File: src/design/evad_pkg.sv
// ----------------------------------------------------------------------------
// evad_pkg
// Shared types and constants of the energy voice activity end-of-utterance
// detector: payload words, register indexes, controller states and the
// command and status groups between controller and datapath.
// ----------------------------------------------------------------------------
package evad_pkg;

  localparam int unsigned SAMPLE_W   = 16;
  localparam int unsigned SQUARE_W   = 31;
  localparam int unsigned SUM_W      = 40;
  localparam int unsigned ENERGY_W   = 31;
  localparam int unsigned FRAMES_W   = 16;
  localparam int unsigned SIL_W      = 10;
  localparam int unsigned CFG_ADDR_W = 2;
  localparam int unsigned CFG_DATA_W = 31;

  localparam int unsigned MAX_FRAME_SAMPLES_DEF = 512;

  localparam logic [ENERGY_W-1:0] SILENCE_ENERGY_RST = ENERGY_W'(40000);
  localparam logic [SIL_W-1:0]    SILENCE_LIMIT_RST  = SIL_W'(75);
  localparam logic [SIL_W-1:0]    IGNORE_COUNT_RST   = SIL_W'(25);
  localparam logic [FRAMES_W-1:0] MAX_FRAMES_RST     = FRAMES_W'(500);

  typedef enum logic [CFG_ADDR_W-1:0] {
    CFG_SILENCE_ENERGY = 2'd0,
    CFG_SILENCE_LIMIT  = 2'd1,
    CFG_IGNORE_COUNT   = 2'd2,
    CFG_MAX_FRAMES     = 2'd3
  } cfg_e;

  typedef enum logic [1:0] {
    CAUSE_NONE       = 2'd0,
    CAUSE_SILENCE    = 2'd1,
    CAUSE_MAX_FRAMES = 2'd2
  } cause_e;

  typedef enum logic [1:0] {
    ST_IDLE   = 2'd0,
    ST_ACC    = 2'd1,
    ST_DIV    = 2'd2,
    ST_DECIDE = 2'd3
  } state_e;

  typedef struct packed {
    logic signed [SAMPLE_W-1:0] sample;
    logic                       frame_end;
    logic                       new_recording;
  } in_word_t;

  typedef struct packed {
    logic [ENERGY_W-1:0] frame_energy;
    logic [FRAMES_W-1:0] frames_done;
    logic [SIL_W-1:0]    silent_run;
    logic                speech_seen;
    logic                stop;
    cause_e              stop_cause;
  } out_word_t;

  typedef struct packed {
    logic accept;
    logic acc;
    logic div_step;
    logic load;
  } ctrl_cmd_t;

  typedef struct packed {
    logic skip;
    logic fend;
    logic div_last;
    logic out_full;
  } ctrl_sts_t;

endpackage

File: src/design/evad_ctrl.sv
// ----------------------------------------------------------------------------
// evad_ctrl
// Sequencer: takes a word, accumulates its square, runs the divider at a
// frame end and hands the frame decision to the output register.
// ----------------------------------------------------------------------------
module evad_ctrl (
  input  logic                clk_i,
  input  logic                rst_ni,
  input  logic                in_valid_i,
  output logic                in_ready_o,
  input  evad_pkg::ctrl_sts_t sts_i,
  output evad_pkg::ctrl_cmd_t cmd_o
);

  evad_pkg::state_e state_q, state_d;

  always_ff @(posedge clk_i or negedge rst_ni) begin
    if (!rst_ni) begin
      state_q <= evad_pkg::ST_IDLE;
    end else begin
      state_q <= state_d;
    end
  end

  always_comb begin
    state_d = state_q;
    unique case (state_q)
      evad_pkg::ST_IDLE: begin
        if (in_valid_i && !sts_i.skip) state_d = evad_pkg::ST_ACC;
      end
      evad_pkg::ST_ACC: begin
        state_d = sts_i.fend ? evad_pkg::ST_DIV : evad_pkg::ST_IDLE;
      end
      evad_pkg::ST_DIV: begin
        if (sts_i.div_last) state_d = evad_pkg::ST_DECIDE;
      end
      evad_pkg::ST_DECIDE: begin
        if (!sts_i.out_full) state_d = evad_pkg::ST_IDLE;
      end
    endcase
  end

  always_comb begin
    in_ready_o      = 1'b0;
    cmd_o           = '0;
    unique case (state_q)
      evad_pkg::ST_IDLE: begin
        in_ready_o   = 1'b1;
        cmd_o.accept = in_valid_i;
      end
      evad_pkg::ST_ACC: begin
        cmd_o.acc = 1'b1;
      end
      evad_pkg::ST_DIV: begin
        cmd_o.div_step = 1'b1;
      end
      evad_pkg::ST_DECIDE: begin
        cmd_o.load = !sts_i.out_full;
      end
    endcase
  end

endmodule

File: src/design/evad_dpath.sv
// ----------------------------------------------------------------------------
// evad_dpath
// Datapath: configuration registers, squarer, saturating accumulator,
// bit-serial restoring divider, frame decision and output register.
// ----------------------------------------------------------------------------
module evad_dpath #(
  parameter int unsigned MAX_FRAME_SAMPLES = evad_pkg::MAX_FRAME_SAMPLES_DEF
) (
  input  logic                                  clk_i,
  input  logic                                  rst_ni,
  input  logic                                  cfg_we_i,
  input  logic [evad_pkg::CFG_ADDR_W-1:0]       cfg_addr_i,
  input  logic [evad_pkg::CFG_DATA_W-1:0]       cfg_data_i,
  input  evad_pkg::in_word_t                    in_word_i,
  output logic                                  out_valid_o,
  input  logic                                  out_ready_i,
  output evad_pkg::out_word_t                   out_word_o,
  input  evad_pkg::ctrl_cmd_t                   cmd_i,
  output evad_pkg::ctrl_sts_t                   sts_o
);

  localparam int unsigned CW    = $clog2(MAX_FRAME_SAMPLES + 1);
  localparam int unsigned SW    = evad_pkg::SUM_W;
  localparam int unsigned DCNTW = $clog2(evad_pkg::SUM_W);
  localparam int unsigned FW    = evad_pkg::FRAMES_W;
  localparam int unsigned LW    = evad_pkg::SIL_W;

  // configuration
  logic [evad_pkg::ENERGY_W-1:0] energy_thr_q;
  logic [LW-1:0]                 sil_limit_q;
  logic [LW-1:0]                 ignore_q;
  logic [FW-1:0]                 max_frames_q;

  always_ff @(posedge clk_i or negedge rst_ni) begin
    if (!rst_ni) begin
      energy_thr_q <= evad_pkg::SILENCE_ENERGY_RST;
      sil_limit_q  <= evad_pkg::SILENCE_LIMIT_RST;
      ignore_q     <= evad_pkg::IGNORE_COUNT_RST;
      max_frames_q <= evad_pkg::MAX_FRAMES_RST;
    end else if (cfg_we_i) begin
      unique case (evad_pkg::cfg_e'(cfg_addr_i))
        evad_pkg::CFG_SILENCE_ENERGY: energy_thr_q <= cfg_data_i;
        evad_pkg::CFG_SILENCE_LIMIT:  sil_limit_q  <= cfg_data_i[LW-1:0];
        evad_pkg::CFG_IGNORE_COUNT:   ignore_q     <= cfg_data_i[LW-1:0];
        evad_pkg::CFG_MAX_FRAMES:     max_frames_q <= cfg_data_i[FW-1:0];
      endcase
    end
  end

  // recording state
  logic [SW-1:0] sum_q, sum_d;
  logic [CW-1:0] cnt_q, cnt_d;
  logic [FW-1:0] frame_q;
  logic [LW-1:0] sil_q;
  logic          speech_q;
  logic          stopped_q;

  // sample pipeline and divider
  logic [evad_pkg::SQUARE_W-1:0] prod_q;
  logic signed [2*evad_pkg::SAMPLE_W-1:0] square;
  logic          fend_q;
  logic [SW-1:0] quo_q;
  logic [CW-1:0] rem_q;
  logic [CW-1:0] den_q;
  logic [DCNTW-1:0] dcnt_q;

  assign square = in_word_i.sample * in_word_i.sample;

  // saturating accumulate
  logic [SW:0] sum_ext;
  always_comb begin
    sum_ext = {1'b0, sum_q} + (SW + 1)'(prod_q);
    sum_d   = sum_q;
    cnt_d   = cnt_q;
    if (cnt_q < CW'(MAX_FRAME_SAMPLES)) begin
      sum_d = sum_ext[SW] ? '1 : sum_ext[SW-1:0];
      cnt_d = cnt_q + 1'b1;
    end
  end

  // one quotient bit per cycle
  logic [CW:0]   rem_sh, rem_diff;
  logic          qbit;
  always_comb begin
    rem_sh   = {rem_q, quo_q[SW-1]};
    rem_diff = rem_sh - {1'b0, den_q};
    qbit     = !rem_diff[CW];
  end

  // frame decision
  logic [FW-1:0] frame_d;
  logic [LW-1:0] sil_d;
  logic          speech_d, loud, stop_sil, stop_max;
  evad_pkg::cause_e cause;
  always_comb begin
    frame_d  = frame_q + 1'b1;
    loud     = quo_q > SW'(energy_thr_q);
    sil_d    = sil_q;
    speech_d = speech_q || loud;
    stop_sil = 1'b0;
    if (frame_d >= FW'(ignore_q)) begin
      priority if (loud) begin
        sil_d = '0;
      end else if (sil_q < sil_limit_q) begin
        sil_d = sil_q + 1'b1;
      end else begin
        sil_d = sil_limit_q;
      end
      stop_sil = speech_d && (sil_d >= sil_limit_q);
    end
    stop_max = !stop_sil && (frame_d >= max_frames_q);
    priority if (stop_sil) begin
      cause = evad_pkg::CAUSE_SILENCE;
    end else if (stop_max) begin
      cause = evad_pkg::CAUSE_MAX_FRAMES;
    end else begin
      cause = evad_pkg::CAUSE_NONE;
    end
  end

  always_ff @(posedge clk_i or negedge rst_ni) begin
    if (!rst_ni) begin
      sum_q     <= '0;
      cnt_q     <= '0;
      frame_q   <= '0;
      sil_q     <= '0;
      speech_q  <= 1'b0;
      stopped_q <= 1'b0;
      dcnt_q    <= '0;
    end else begin
      if (cmd_i.accept && in_word_i.new_recording) begin
        sum_q     <= '0;
        cnt_q     <= '0;
        frame_q   <= '0;
        sil_q     <= '0;
        speech_q  <= 1'b0;
        stopped_q <= 1'b0;
      end
      if (cmd_i.acc) begin
        if (fend_q) begin
          sum_q  <= '0;
          cnt_q  <= '0;
          dcnt_q <= '0;
        end else begin
          sum_q <= sum_d;
          cnt_q <= cnt_d;
        end
      end
      if (cmd_i.div_step) begin
        dcnt_q <= dcnt_q + 1'b1;
      end
      if (cmd_i.load) begin
        frame_q   <= frame_d;
        sil_q     <= sil_d;
        speech_q  <= speech_d;
        stopped_q <= stopped_q || stop_sil || stop_max;
      end
    end
  end

  // payload registers
  always_ff @(posedge clk_i) begin
    if (cmd_i.accept) begin
      prod_q <= square[evad_pkg::SQUARE_W-1:0];
      fend_q <= in_word_i.frame_end;
    end
    if (cmd_i.acc && fend_q) begin
      quo_q <= sum_d;
      den_q <= cnt_d;
      rem_q <= '0;
    end
    if (cmd_i.div_step) begin
      quo_q <= {quo_q[SW-2:0], qbit};
      rem_q <= qbit ? rem_diff[CW-1:0] : rem_sh[CW-1:0];
    end
  end

  // output register
  logic out_valid_q, out_valid_d;
  evad_pkg::out_word_t out_word_q;

  always_comb begin
    out_valid_d = out_valid_q;
    priority if (cmd_i.load) begin
      out_valid_d = 1'b1;
    end else if (out_ready_i) begin
      out_valid_d = 1'b0;
    end
  end

  always_ff @(posedge clk_i or negedge rst_ni) begin
    if (!rst_ni) begin
      out_valid_q <= 1'b0;
    end else begin
      out_valid_q <= out_valid_d;
    end
  end

  always_ff @(posedge clk_i) begin
    if (cmd_i.load) begin
      out_word_q.frame_energy <= quo_q[evad_pkg::ENERGY_W-1:0];
      out_word_q.frames_done  <= frame_d;
      out_word_q.silent_run   <= sil_d;
      out_word_q.speech_seen  <= speech_d;
      out_word_q.stop         <= stop_sil || stop_max;
      out_word_q.stop_cause   <= cause;
    end
  end

  assign out_valid_o = out_valid_q;
  assign out_word_o  = out_word_q;

  assign sts_o.skip     = stopped_q && !in_word_i.new_recording;
  assign sts_o.fend     = fend_q;
  assign sts_o.div_last = dcnt_q == DCNTW'(SW - 1);
  assign sts_o.out_full = out_valid_q && !out_ready_i;

endmodule

File: src/design/energy_vad_end_of_utterance.sv
// ----------------------------------------------------------------------------
// energy_vad_end_of_utterance
// Energy based end-of-utterance detector over framed 16-bit PCM samples.
// ----------------------------------------------------------------------------
// a sample word is taken and squared, then accumulated
// a frame-end word is taken and squared, accumulated, divided by the bit-serial
// divider and passed to the frame decision, which loads the output register
// the frame decision waits while an earlier result is stalled at the output
// a stopped recording takes and drops words until new_recording is set
// reset is asynchronous: config registers take their defaults, recording active
module energy_vad_end_of_utterance #(
  parameter int unsigned MAX_FRAME_SAMPLES = evad_pkg::MAX_FRAME_SAMPLES_DEF
) (
  input  logic                            clk_i,
  input  logic                            rst_ni,
  input  logic                            cfg_we_i,
  input  logic [evad_pkg::CFG_ADDR_W-1:0] cfg_addr_i,
  input  logic [evad_pkg::CFG_DATA_W-1:0] cfg_data_i,
  input  logic                            in_valid_i,
  output logic                            in_ready_o,
  input  evad_pkg::in_word_t              in_word_i,
  output logic                            out_valid_o,
  input  logic                            out_ready_i,
  output evad_pkg::out_word_t             out_word_o
);

  evad_pkg::ctrl_cmd_t cmd;
  evad_pkg::ctrl_sts_t sts;

  evad_ctrl u_ctrl (
    .clk_i      (clk_i),
    .rst_ni     (rst_ni),
    .in_valid_i (in_valid_i),
    .in_ready_o (in_ready_o),
    .sts_i      (sts),
    .cmd_o      (cmd)
  );

  evad_dpath #(
    .MAX_FRAME_SAMPLES (MAX_FRAME_SAMPLES)
  ) u_dpath (
    .clk_i       (clk_i),
    .rst_ni      (rst_ni),
    .cfg_we_i    (cfg_we_i),
    .cfg_addr_i  (cfg_addr_i),
    .cfg_data_i  (cfg_data_i),
    .in_word_i   (in_word_i),
    .out_valid_o (out_valid_o),
    .out_ready_i (out_ready_i),
    .out_word_o  (out_word_o),
    .cmd_i       (cmd),
    .sts_o       (sts)
  );

endmodule

File: config.mk
export PLATFORM = sky130hd
export DESIGN_NAME = energy_vad_end_of_utterance
export DESIGN_NICKNAME = d
export VERILOG_FILES = /design/src/design/evad_pkg.sv /design/src/design/evad_ctrl.sv /design/src/design/evad_dpath.sv /design/src/design/energy_vad_end_of_utterance.sv
export SDC_FILE = /design/constraint.sdc
export NUM_CORES = 1
export LEC_CHECK = 0
export BUFFER_PORTS_ARGS = -buffer_cell sky130_fd_sc_hd__buf_4
export CORE_ASPECT_RATIO = 0.5
export CORE_MARGIN = 1
export CORE_UTILIZATION = 30
export DETAILED_ROUTE_END_ITERATION = 16
export PLACE_DENSITY_LB_ADDON = 0.15
export SETUP_SLACK_MARGIN = 0.02
export SLEW_MARGIN = 20
export SYNTH_ARGS = -nofsm -noshare
export SYNTH_HDL_FRONTEND = slang
export SYNTH_SLANG_ARGS = --single-unit
File: constraint.sdc
create_clock -name clk_i -period 6 [get_ports clk_i]
set_input_delay 0.9 -clock clk_i [delete_from_list [all_inputs] [get_ports clk_i]]
set_output_delay 0.9 -clock clk_i [all_outputs]
set_load 0.05 [all_outputs]
==> summary.md, run 1 <==
| Metric | Value |
|---|---|
| Initial antenna violation count | `0` |
| Synth Area in Simple Gates | `0.1179` |
| CP max stage delay | `540 ps` |
| Status | `finished clean` |
| Critical-path cell list | `buf_6 -> and2_4 -> fa_1 -> inv_1 -> fa_1 -> fa_2 -> fa_1 -> inv_1 -> fa_1 -> inv_2 -> fa_1 -> inv_2 -> ha_4 -> and3_4 -> a31oi_4 -> o311a_4 -> o2111ai_2 -> a31oi_1 -> nor2b_1 -> o21a_1 -> o41ai_2 -> xnor2_1` |
| CP bufs+invs | `5` |
| Worst Setup Slack, final | `46.30 ps` |
| Placed Instance Area | `0.02908 mm^2` |
| Synth-to-Final Area Change | `20.06%` |
| Root Driver | `clkbuf_16` |
| Worst Max-Slew Pin Slew | `941.0 ps` |
| CTS max path bufs | `3` |
| WS Path Type | `in2reg` |
| Top Layer Used | `met4` |
| Post-Synth Adder-Cell Area | `0.2853` |
| Total iterations of the first detailed-routing run | `6` |
| Die Y | `208.2 um` |
| Fmax | `0.1680 GHz` |
| CP Data Required Time | `6280 ps` |
| Die Area | `0.08630 mm^2` |
| Avg Inst Size Synth | `9.856 um^2` |
| M1 wire length | `34.07 mm` |
| Post-synth top area share | `0.1828` |
| Setup repair after global routing missed its margin | `true` |
| Cts hold-fix bufs | `0` |
| Nets | `3352` |
| Xor and xnor area share after synthesis | `0.03570` |
| Fin Clk Skew | `24.65 ps` |
| Routed wl met3 | `1.979 mm` |
| Slowest cell on the critical path | `fa_1` |
| Synth area leader | `fa_1` |
| Routed len/inst | `16.92 um` |
| Main synth FF type | `edfxtp_1` |
| CP top delay family | `adder cells` |
| Std cell rows | `75` |
| R2R depth | `21` |
| H-tree Lvls | `2` |
| Crit path arrival time | `6230 ps` |
| Final Hold Vio Count | `0` |
| Final GP Congestion | `0.8065` |
| Number of buffers added on ports | `118` |
| CP most frequent cell | `fa_1` |
| Synth Area in Compound Gates | `0.1285` |
| Final min period | `5954 ps` |
| Initial drt markers | `1196` |
| Cell area after synthesis | `0.02552 mm^2` |
| Layout cell share with drive strength beyond 1 | `0.1899` |
| Final setup viols | `0` |
| Met2 Routed Length | `30.44 mm` |
| Clock-pin slew on the worst setup and hold paths | `60 ps` |
| Synth Register Bits | `306` |
| Initial core utilization | `0.3038` |
| Final Max Tran Viols | `0` |
| TritonCTS clock tree | `done` |
| Post-DP HPWL | `53.74 mm` |
| Slew Limit Headroom | `0.3647` |
| Io pins | `119` |
| Stages on worst setup path | `22` |
| Hold crit path type | `in2async` |
| Synth unique cells | `76` |
| Share of flip-flops with an asynchronous set or reset | `0.5033` |
| Final worst path period share | `0.9923` |
| Total wire length | `67.62 mm` |
| CTS sink cnt | `306` |
| Chip Width | `414.4 um` |
| Fill cell count | `8487` |
| Clock Latency Late Sink | `560 ps` |
| Setup crit end kind | `flop` |
| Global-route wire length before repair | `109.2 mm` |
| Hold WS | `297.5 ps` |
| Vias per inst | `4.688` |
| Antenna fix cells | `0` |
| Register area share after synthesis | `0.3308` |
| Post-synthesis mux area share | `0.02412` |
| Max Cap Viol | `0` |
| Synthesized Nets | `3087` |
| Vias | `18740` |
| Core Area | `0.08399 mm^2` |
| Number of routed nets with antenna violations | `0` |
| Final instance area | `0.03064 mm^2` |
| CTS Buf Count | `35` |
| Pre-CTS WS | `-678.9 ps` |
| Reg area | `0.008441 mm^2` |
| Vias in the first global route | `19460` |
| Grt ovf | `0` |
| Post-synth EDFFs | `152` |
| Crit path max fanout | `9` |
| Syn Inst Count | `2589` |
| Area of the multi-input gates | `0.01556 mm^2` |
| Warnings, synthesis | `0` |
| DR DRC count | `0` |
| Area contributors post-synth | `fa_1 18%, edfxtp_1 18%, dfrtp_1 13%` |
| Largest family of logic cells by synthesized area | `adder cells` |
| Startpoint Class | `input port` |
| Largest net degree at the start of global routing | `80` |
| Gr usage total | `0.1582` |
cell type report:
class / instances / share of cell area
multi-input combinational: 1758 / 0.5078
sequential: 306 / 0.2755
timing repair buffer: 307 / 0.07898
inverter: 446 / 0.05505
tap: 1116 / 0.04558
clock buffer: 46 / 0.03157
clock inverter: 17 / 0.005473
cell families after synthesis:
family	after synthesis
mux	56
simple gates	653
flops	306
compound gates	503
fa+ha+maj	442
buf+inv	525
xor+xnor	104
routing by layer:
layer,vias to the layer above,track usage
li1,9219,-
met1,9164,0.2308
met2,283,0.2531
met3,69,0.01634
met4,0,0.03359
met5,-,0
per-stage QoR:
stage               utilization  std cells  TNS, ps
global placement         0.3462       3926    -6278
CTS                      0.3608       3990   -27.49
finish                   0.3648       3996        0
floorplan                     -       2589    -1353
global route             0.3648       3996   -567.9
detailed placement       0.3462       3926    -6728
worst paths after layout:
kind                                         from                      to  slack (ps)
worst min-delay path                       rst_ni      u_dpath.frame_q[0]         300
worst min register to register  u_dpath.quo_q[14]  u_dpath.out_word_o[44]         500
worst max-delay path                 in_word_i[3]      u_dpath.prod_q[29]          50
worst max register to register  u_dpath.quo_q[18]   u_dpath.out_word_o[1]         440
min in group clk_i              u_dpath.quo_q[14]  u_dpath.out_word_o[44]         500
max in group asynchronous                  rst_ni        u_dpath.sil_q[3]        4440
cells in the mapped netlist, types with 4 or more instances:
library cell,instances
a211oi_1,19
a21o_1,42
a21oi_1,89
a22o_1,27
a311oi_1,7
a31oi_1,13
and2_1,36
and3_1,20
and4_1,5
clkbuf_1,72
dfrtp_1,136
dfstp_2,18
edfxtp_1,152
fa_1,233
ha_1,209
inv_1,442
mux2_2,44
mux2i_1,12
nand2_1,236
nand2b_1,22
nand3_1,50
nand3b_1,5
nand4_1,16
nor2_1,183
nor2b_1,23
nor3_1,16
nor3b_1,5
nor4_1,7
o2111ai_1,4
o211ai_1,11
o21a_1,19
o21ai_0,160
o221ai_1,9
o22ai_1,18
o2bb2ai_1,16
o31ai_1,24
or2_2,9
or3_1,12
xnor2_1,71
xor2_1,33
sequential cells by signal (all words and copies together), names as in the netlist, 16 cells and up:
signal	count
u_dpath.energy_thr_q	31
u_dpath.sum_q	40
u_dpath.prod_q	30
u_dpath.quo_q	40
u_dpath.out_word_o	61
u_dpath.frame_q	16
u_dpath.max_frames_q	16
repair_timing:
item | CTS | global route
pin swaps | 24 | 44
resized for setup | 28 | 74
endpoints found under the setup margin | 4 | 11
setup buffers | 2 | 6
worst register-to-register path: cells and delay by family (launching register included):
| family | cells | cell delay, ps |
|---|---|---|
| AO/OA/AOI/OAI | 13 | 3660 |
| adder cells (fa/ha/maj) | 2 | 630 |
| buffers and inverters | 2 | 200 |
| flip-flops | 1 | 470 |
| AND/OR/NAND/NOR | 4 | 440 |
placed cells by master (no fill, tap or decap), drive strengths merged, types with 20 or more instances in the layout:
cell and instances:
nor2b 23, nand2b 22, a21oi 90, clkbuf 46
nand2 236, and2 36, xor2 33, nor2 183
inv 443, a22o 27, nand3 50, ha 209
o31ai 24, and3 20, edfxtp 152, a21o 42
fa 233, o21ai 161, mux2 44, dfrtp 136
buf 307, xnor2 71
Power of run 1 is not shown: default switching activity piles up to over one toggle a cycle in this logic, so the estimate is an artifact.
==> run 2, diff against run 1 <==
- CORE_UTILIZATION: 30 -> 41
- SETUP_SLACK_MARGIN: 0.02 -> 0.15
==> summary.md, run 2 (synthesis results as in run 1) <==
| Metric | Value |
|---|---|
| Die Area | `0.06330 mm^2 (was 0.08630 mm^2)` |
| Root Driver | `clkbuf_16 (unchanged)` |
| Total iterations of the first detailed-routing run | `5 (was 6)` |
| Placed Instance Area | `0.02871 mm^2 (was 0.02908 mm^2)` |
| Final GP Congestion | `0.8539 (was 0.8065)` |
| Area of the multi-input gates | `0.01555 mm^2 (was 0.01556 mm^2)` |
| Total wire length | `62.58 mm (was 67.62 mm)` |
| Slew Limit Headroom | `0.3818 (was 0.3647)` |
| Post-DP HPWL | `49.15 mm (was 53.74 mm)` |
| Clock-pin slew on the worst setup and hold paths | `60 ps (about the same)` |
| Vias | `18660 (was 18740)` |
| Final setup viols | `0 (unchanged)` |
| Crit path max fanout | `5 (was 9)` |
| Std cell rows | `64 (was 75)` |
| Final min period | `5970 ps (was 5954 ps)` |
| Gr usage total | `0.2006 (was 0.1582)` |
| Core Area | `0.06134 mm^2 (was 0.08399 mm^2)` |
| Final Hold Vio Count | `0 (unchanged)` |
| WS Path Type | `in2reg (unchanged)` |
| Die Y | `178.4 um (was 208.2 um)` |
| Largest net degree at the start of global routing | `80 (unchanged)` |
| Final instance area | `0.03034 mm^2 (was 0.03064 mm^2)` |
| Most common cell after layout, fill and taps aside | `inv_1 (unchanged)` |
| Post-layout util | `0.4946 (was 0.3648)` |
| Final worst path period share | `0.9950 (was 0.9923)` |
| Vias in the first global route | `18920 (was 19460)` |
| Setup crit end kind | `flop (unchanged)` |
| Status | `finished clean (unchanged)` |
| CTS max path bufs | `3 (unchanged)` |
| Synth-to-Final Area Change | `18.90% (was 20.06%)` |
| DR DRC count | `0 (unchanged)` |
| Io pins | `119 (unchanged)` |
| CP most frequent cell | `fa_1 (unchanged)` |
| CTS Buf Count | `35 (unchanged)` |
| Fill cell count | `5764 (was 8487)` |
| Slowest cell on the critical path | `fa_1 (unchanged)` |
| Final Max Tran Viols | `0 (unchanged)` |
| Setup repair after global routing missed its margin | `true (unchanged)` |
| Initial drt markers | `1223 (was 1196)` |
| Critical-path cell list | `buf_8 -> clkinvlp_4 -> buf_4 -> nor2_4 -> fa_1 -> inv_1 -> fa_1 -> inv_1 -> fa_1 -> fa_1 -> fa_1 -> inv_1 -> fa_1 -> inv_2 -> ha_4 -> nand3_4 -> nor2_1 -> a211oi_2 -> o22ai_4 -> o211ai_1 -> a31oi_1 -> nor2_1 -> a21oi_2 -> xnor2_1 (was buf_6 -> and2_4 -> fa_1 -> inv_1 -> fa_1 -> fa_2 -> fa_1 -> inv_1 -> fa_1 -> inv_2 -> fa_1 -> inv_2 -> ha_4 -> and3_4 -> a31oi_4 -> o311a_4 -> o2111ai_2 -> a31oi_1 -> nor2b_1 -> o21a_1 -> o41ai_2 -> xnor2_1)` |
| Layout cell share with drive strength beyond 1 | `0.1912 (was 0.1899)` |
| Grt ovf | `0 (unchanged)` |
| Antenna fix cells | `0 (unchanged)` |
| Fin Clk Skew | `31.63 ps (was 24.65 ps)` |
| TritonCTS clock tree | `done (unchanged)` |
| Crit path arrival time | `6250 ps (was 6230 ps)` |
| H-tree Lvls | `2 (unchanged)` |
| Fmax | `0.1675 GHz (was 0.1680 GHz)` |
| Routed len/inst | `16.86 um (was 16.92 um)` |
| Nets | `3358 (was 3352)` |
| Hold crit path type | `in2async (unchanged)` |
| Vias per inst | `5.026 (was 4.688)` |
| CP max stage delay | `540 ps (about the same)` |
| Max reg flops | `61 (unchanged)` |
| Worst Max-Slew Pin Slew | `917.6 ps (was 941.0 ps)` |
| CP Data Required Time | `6280 ps (about the same)` |
| Global-route wire length before repair | `101.7 mm (was 109.2 mm)` |
| Internal reg-to-reg setup slack | `970 ps (was 440 ps)` |
| Initial antenna violation count | `0 (unchanged)` |
| CTS sink cnt | `306 (unchanged)` |
| Clock Latency Late Sink | `540 ps (was 560 ps)` |
| Number of routed nets with antenna violations | `0 (unchanged)` |
| Commonest non-fill, non-tap cells in the layout | `422 x inv_1, 291 x buf_4, 227 x nand2_1 (was 421 x inv_1, 290 x buf_4, 228 x nand2_1)` |
| Startpoint Class | `input port (unchanged)` |
| Initial core utilization | `0.4160 (was 0.3038)` |
| Max Cap Viol | `0 (unchanged)` |
| Chip Width | `354.8 um (was 414.4 um)` |
| Number of buffers added on ports | `118 (unchanged)` |
| Reg area | `0.008441 mm^2 (unchanged)` |
[run 2: cell types whose count changed in the layout (fill, tap and decap cells not counted), sizes merged]
cell,change
buf,+6
clkinv,-1
bufinv,+1
inv,+1
[run 2: metrics by stage]
stage / instances / hold WS (ps) / setup TNS, ps / setup WS (ps)
CTS: 3701 / 344.4 / 0 / 25.50
floorplan: 2589 / 449.8 / -1319 / -303.5
detailed placement: 3629 / 495.3 / -6120 / -673.2
global placement: 3629 / 491.8 / -5363 / -596.4
global route: 3712 / 368.8 / -552.3 / -174.3
finish: 3712 / 346.1 / 0 / 30.03
[run 2: cell type report]
type,count,share of cell area
Timing Repair Buffer,313,0.08129
Clock inverter,18,0.006269
Clock buffer,46,0.03192
Inverter,446,0.05572
Multi-Input combinational cell,1758,0.5126
Sequential cell,306,0.2782
Tap cell,825,0.03402
[run 2: metal layers]
| layer | track usage | wire length [um] | share of wire |
|---|---|---|---|
| met4 | 0.03897 | 861 | 0.014 |
| met2 | 0.3248 | 28070 | 0.45 |
| met3 | 0.01852 | 2065 | 0.033 |
| met1 | 0.2938 | 31590 | 0.50 |
| met5 | 0 | 0 | 0 |
[run 2: repair_timing]
item,CTS,global route
hold buffers,0,0
endpoints found under the setup margin,7,10
pin swaps,51,30
gates resized for setup,60,33
setup buffers,8,11
[run 2: final timing paths]
check,from,end,depth (start not counted)
worst min register to register,u_dpath.max_frames_q[15],u_dpath.max_frames_q[15],1
worst min-delay path,rst_ni,u_dpath.energy_thr_q[27],1
worst max register to register,u_dpath.quo_q[18],u_dpath.out_word_o[2],20
worst max-delay path,in_word_i[5],u_dpath.prod_q[30],24
min in group clk_i,u_dpath.max_frames_q[15],u_dpath.max_frames_q[15],1
max in group asynchronous,rst_ni,u_dpath.cnt_q[7],2
[run 2: critical path, delay by kind of cell]
kind	cells	cell delay, ps
AO/OA/AOI/OAI	5	960
buffers and inverters	7	540
adder cells (fa/ha/maj)	7	3330
XOR/XNOR	1	120
AND/OR/NAND/NOR	4	370
Power of run 2 is left out for the same reason.
==> run 3, diff against run 2 <==
- CTS_BUF_LIST: unset -> sky130_fd_sc_hd__clkbuf_2
==> summary.md, run 3 (synthesis results as in run 1) <==
| Metric | Value |
|---|---|
| Status | `finished clean (unchanged)` |
| Final min period | `5646 ps (was 5970 ps)` |
| CTS sink cnt | `306 (unchanged)` |
| TritonCTS clock tree | `done (unchanged)` |
| Slowest cell on the critical path | `fa_1 (unchanged)` |
| Pre-CTS WS | `-673.2 ps (unchanged)` |
| Hold crit path type | `in2reg (was in2async)` |
| Gr usage total | `0.2026 (was 0.2006)` |
| Core Area | `0.06134 mm^2 (unchanged)` |
| Final worst path period share | `0.9411 (was 0.9950)` |
| Max Cap Viol | `0 (unchanged)` |
| Fill cell count | `5915 (was 5764)` |
| Synth-to-Final Area Change | `15.85% (was 18.90%)` |
| PD cells | `680.5 mW/mm^2` |
| Hold WS | `141.9 ps (was 346.1 ps)` |
| CTS max path bufs | `3 (unchanged)` |
| Std cell rows | `64 (unchanged)` |
| CTS Buf Count | `79 (was 35)` |
| Grt ovf | `0 (unchanged)` |
| Nets | `3394 (was 3358)` |
| Largest net degree at the start of global routing | `80 (unchanged)` |
| Initial drt markers | `1274 (was 1223)` |
| Root Driver | `clkbuf_2 (was clkbuf_16)` |
| Routed len/inst | `16.52 um (was 16.86 um)` |
| Setup bufs post-CTS | `0 (was 8)` |
| Final GP Congestion | `0.8539 (unchanged)` |
| Initial antenna violation count | `1 (was 0)` |
| Clock-pin slew on the worst setup and hold paths | `100 ps (was 60 ps)` |
| Worst Setup Slack, final | `353.6 ps (was 30.03 ps)` |
| Vias | `18880 (was 18660)` |
| Vias in the first global route | `19300 (was 18920)` |
| Reg area | `0.008441 mm^2 (unchanged)` |
| Layout cell share with drive strength beyond 1 | `0.1874 (was 0.1912)` |
| Most common cell after layout, fill and taps aside | `inv_1 (unchanged)` |
| Crit path max fanout | `12 (was 5)` |
| Total iterations of the first detailed-routing run | `5 (unchanged)` |
| Chip Width | `354.8 um (unchanged)` |
| Vias per inst | `4.984 (was 5.026)` |
| Number of routed nets with antenna violations | `0 (unchanged)` |
| Number of buffers added on ports | `118 (unchanged)` |
| Fmax | `0.1771 GHz (was 0.1675 GHz)` |
| VDD IR max | `0.6633 mV` |
| Area of the multi-input gates | `0.01531 mm^2 (was 0.01555 mm^2)` |
| Final Max Tran Viols | `0 (unchanged)` |
| Commonest non-fill, non-tap cells in the layout | `437 x inv_1, 290 x buf_4, 235 x nand2_1 (was 422 x inv_1, 291 x buf_4, 227 x nand2_1)` |
| Critical-path cell list | `buf_4 -> buf_12 -> nand2_1 -> inv_1 -> fa_1 -> inv_1 -> fa_1 -> fa_2 -> fa_1 -> inv_1 -> fa_1 -> inv_1 -> fa_1 -> inv_2 -> ha_4 -> a21oi_1 -> nor2_1 -> a211oi_2 -> o22ai_2 -> o211ai_1 -> a31oi_1 -> nor2_1 -> a21oi_1 -> xnor2_1 (was buf_8 -> clkinvlp_4 -> buf_4 -> nor2_4 -> fa_1 -> inv_1 -> fa_1 -> inv_1 -> fa_1 -> fa_1 -> fa_1 -> inv_1 -> fa_1 -> inv_2 -> ha_4 -> nand3_4 -> nor2_1 -> a211oi_2 -> o22ai_4 -> o211ai_1 -> a31oi_1 -> nor2_1 -> a21oi_2 -> xnor2_1)` |
| Startpoint Class | `input port (unchanged)` |
| Setup crit end kind | `flop (unchanged)` |
| Global-route wire length before repair | `102.2 mm (was 101.7 mm)` |
| CP max stage delay | `540 ps (about the same)` |
| Clock Latency Late Sink | `1000 ps (was 540 ps)` |
| Total wire length | `62.57 mm (was 62.58 mm)` |
| Leakage | `14.07 nW` |
| Initial core utilization | `0.4160 (unchanged)` |
| Crit path arrival time | `6320 ps (was 6250 ps)` |
| Post-DP HPWL | `49.15 mm (unchanged)` |
| WS Path Type | `in2reg (unchanged)` |
| Die Area | `0.06330 mm^2 (unchanged)` |
| Max reg flops | `61 (unchanged)` |
| Post-layout util | `0.4819 (was 0.4946)` |
| Worst Max-Slew Pin Slew | `922.4 ps (was 917.6 ps)` |
| Fin Clk Skew | `89.35 ps (was 31.63 ps)` |
| CP Data Required Time | `6670 ps (was 6280 ps)` |
| Slew Limit Headroom | `0.3786 (was 0.3818)` |
| Io pins | `119 (unchanged)` |
| Final setup viols | `0 (unchanged)` |
| Setup repair after global routing missed its margin | `false (was true)` |
| CP most frequent cell | `fa_1 (unchanged)` |
| Final Hold Vio Count | `0 (unchanged)` |
| H-tree Lvls | `3 (was 2)` |
| Die Y | `178.4 um (unchanged)` |
| DR DRC count | `0 (unchanged)` |
-- run 3: final timing paths --
check	cells past startpoint	start	to	slack, ps
max in group asynchronous	3	rst_ni	u_dpath.ignore_q[8]	4330
setup reg to reg	20	u_dpath.quo_q[18]	u_dpath.out_word_o[0]	930
hold / removal	3	cfg_data_i[15]	u_dpath.energy_thr_q[15]	140
min in group asynchronous	2	rst_ni	u_dpath.frame_q[14]	450
hold reg to reg	0	u_dpath.quo_q[14]	u_dpath.out_word_o[44]	480
setup / recovery	24	in_word_i[5]	u_dpath.prod_q[30]	350
-- run 3: timing repair --
action | in CTS | in global routing
hold buffers | 11 | 0
hold endpoints to repair | 54 | 0
gates resized for setup | 0 | 1
setup endpoints to repair | 0 | 1
-- run 3: per-layer routing --
metal / wire length [um] / global-route usage
met5: 0 / 0
met4: 992 / 0.05154
met3: 2086 / 0.02465
met2: 27840 / 0.3227
met1: 31650 / 0.2927
-- run 3: power by group --
| group | internal [mW] | total (mW) | switching (mW) |
|---|---|---|---|
| registers | 3.50 | 3.93 | 0.430 |
| clock network | 0.555 | 1.46 | 0.909 |
| logic | 7.12 | 14.7 | 7.61 |
-- run 3: final cells by class --
| class | count | area share |
|---|---|---|
| Antenna cell | 1 | 0.00008465 |
| Clock buffer | 124 | 0.02099 |
| Clock inverter | 23 | 0.003852 |
| Inverter | 446 | 0.05684 |
| Multi-Input combinational cell | 1758 | 0.5180 |
| Sequential cell | 306 | 0.2855 |
| Tap cell | 825 | 0.03492 |
| Timing Repair Buffer | 305 | 0.07978 |
-- run 3: through the flow --
stage	power, mW	instances	TNS, ps	instance area, um^2
CTS	20.42	3787	0	29550
detailed placement	18.83	3629	-6120	28710
global route	22.43	3788	0	29560
finish	20.12	3788	0	29560
global placement	18.57	3629	-5363	28710
floorplan	14.17	2589	-1319	25810
-- run 3: critical path: cells and delay by family --
| kind | cells | cell delay, ps |
|---|---|---|
| AO/OA/AOI/OAI | 6 | 1210 |
| XOR/XNOR | 1 | 130 |
| adder cells (fa/ha/maj) | 7 | 3200 |
| buffers and inverters | 7 | 520 |
| AND/OR/NAND/NOR | 3 | 350 |
Power figures use the tool's default switching activity.
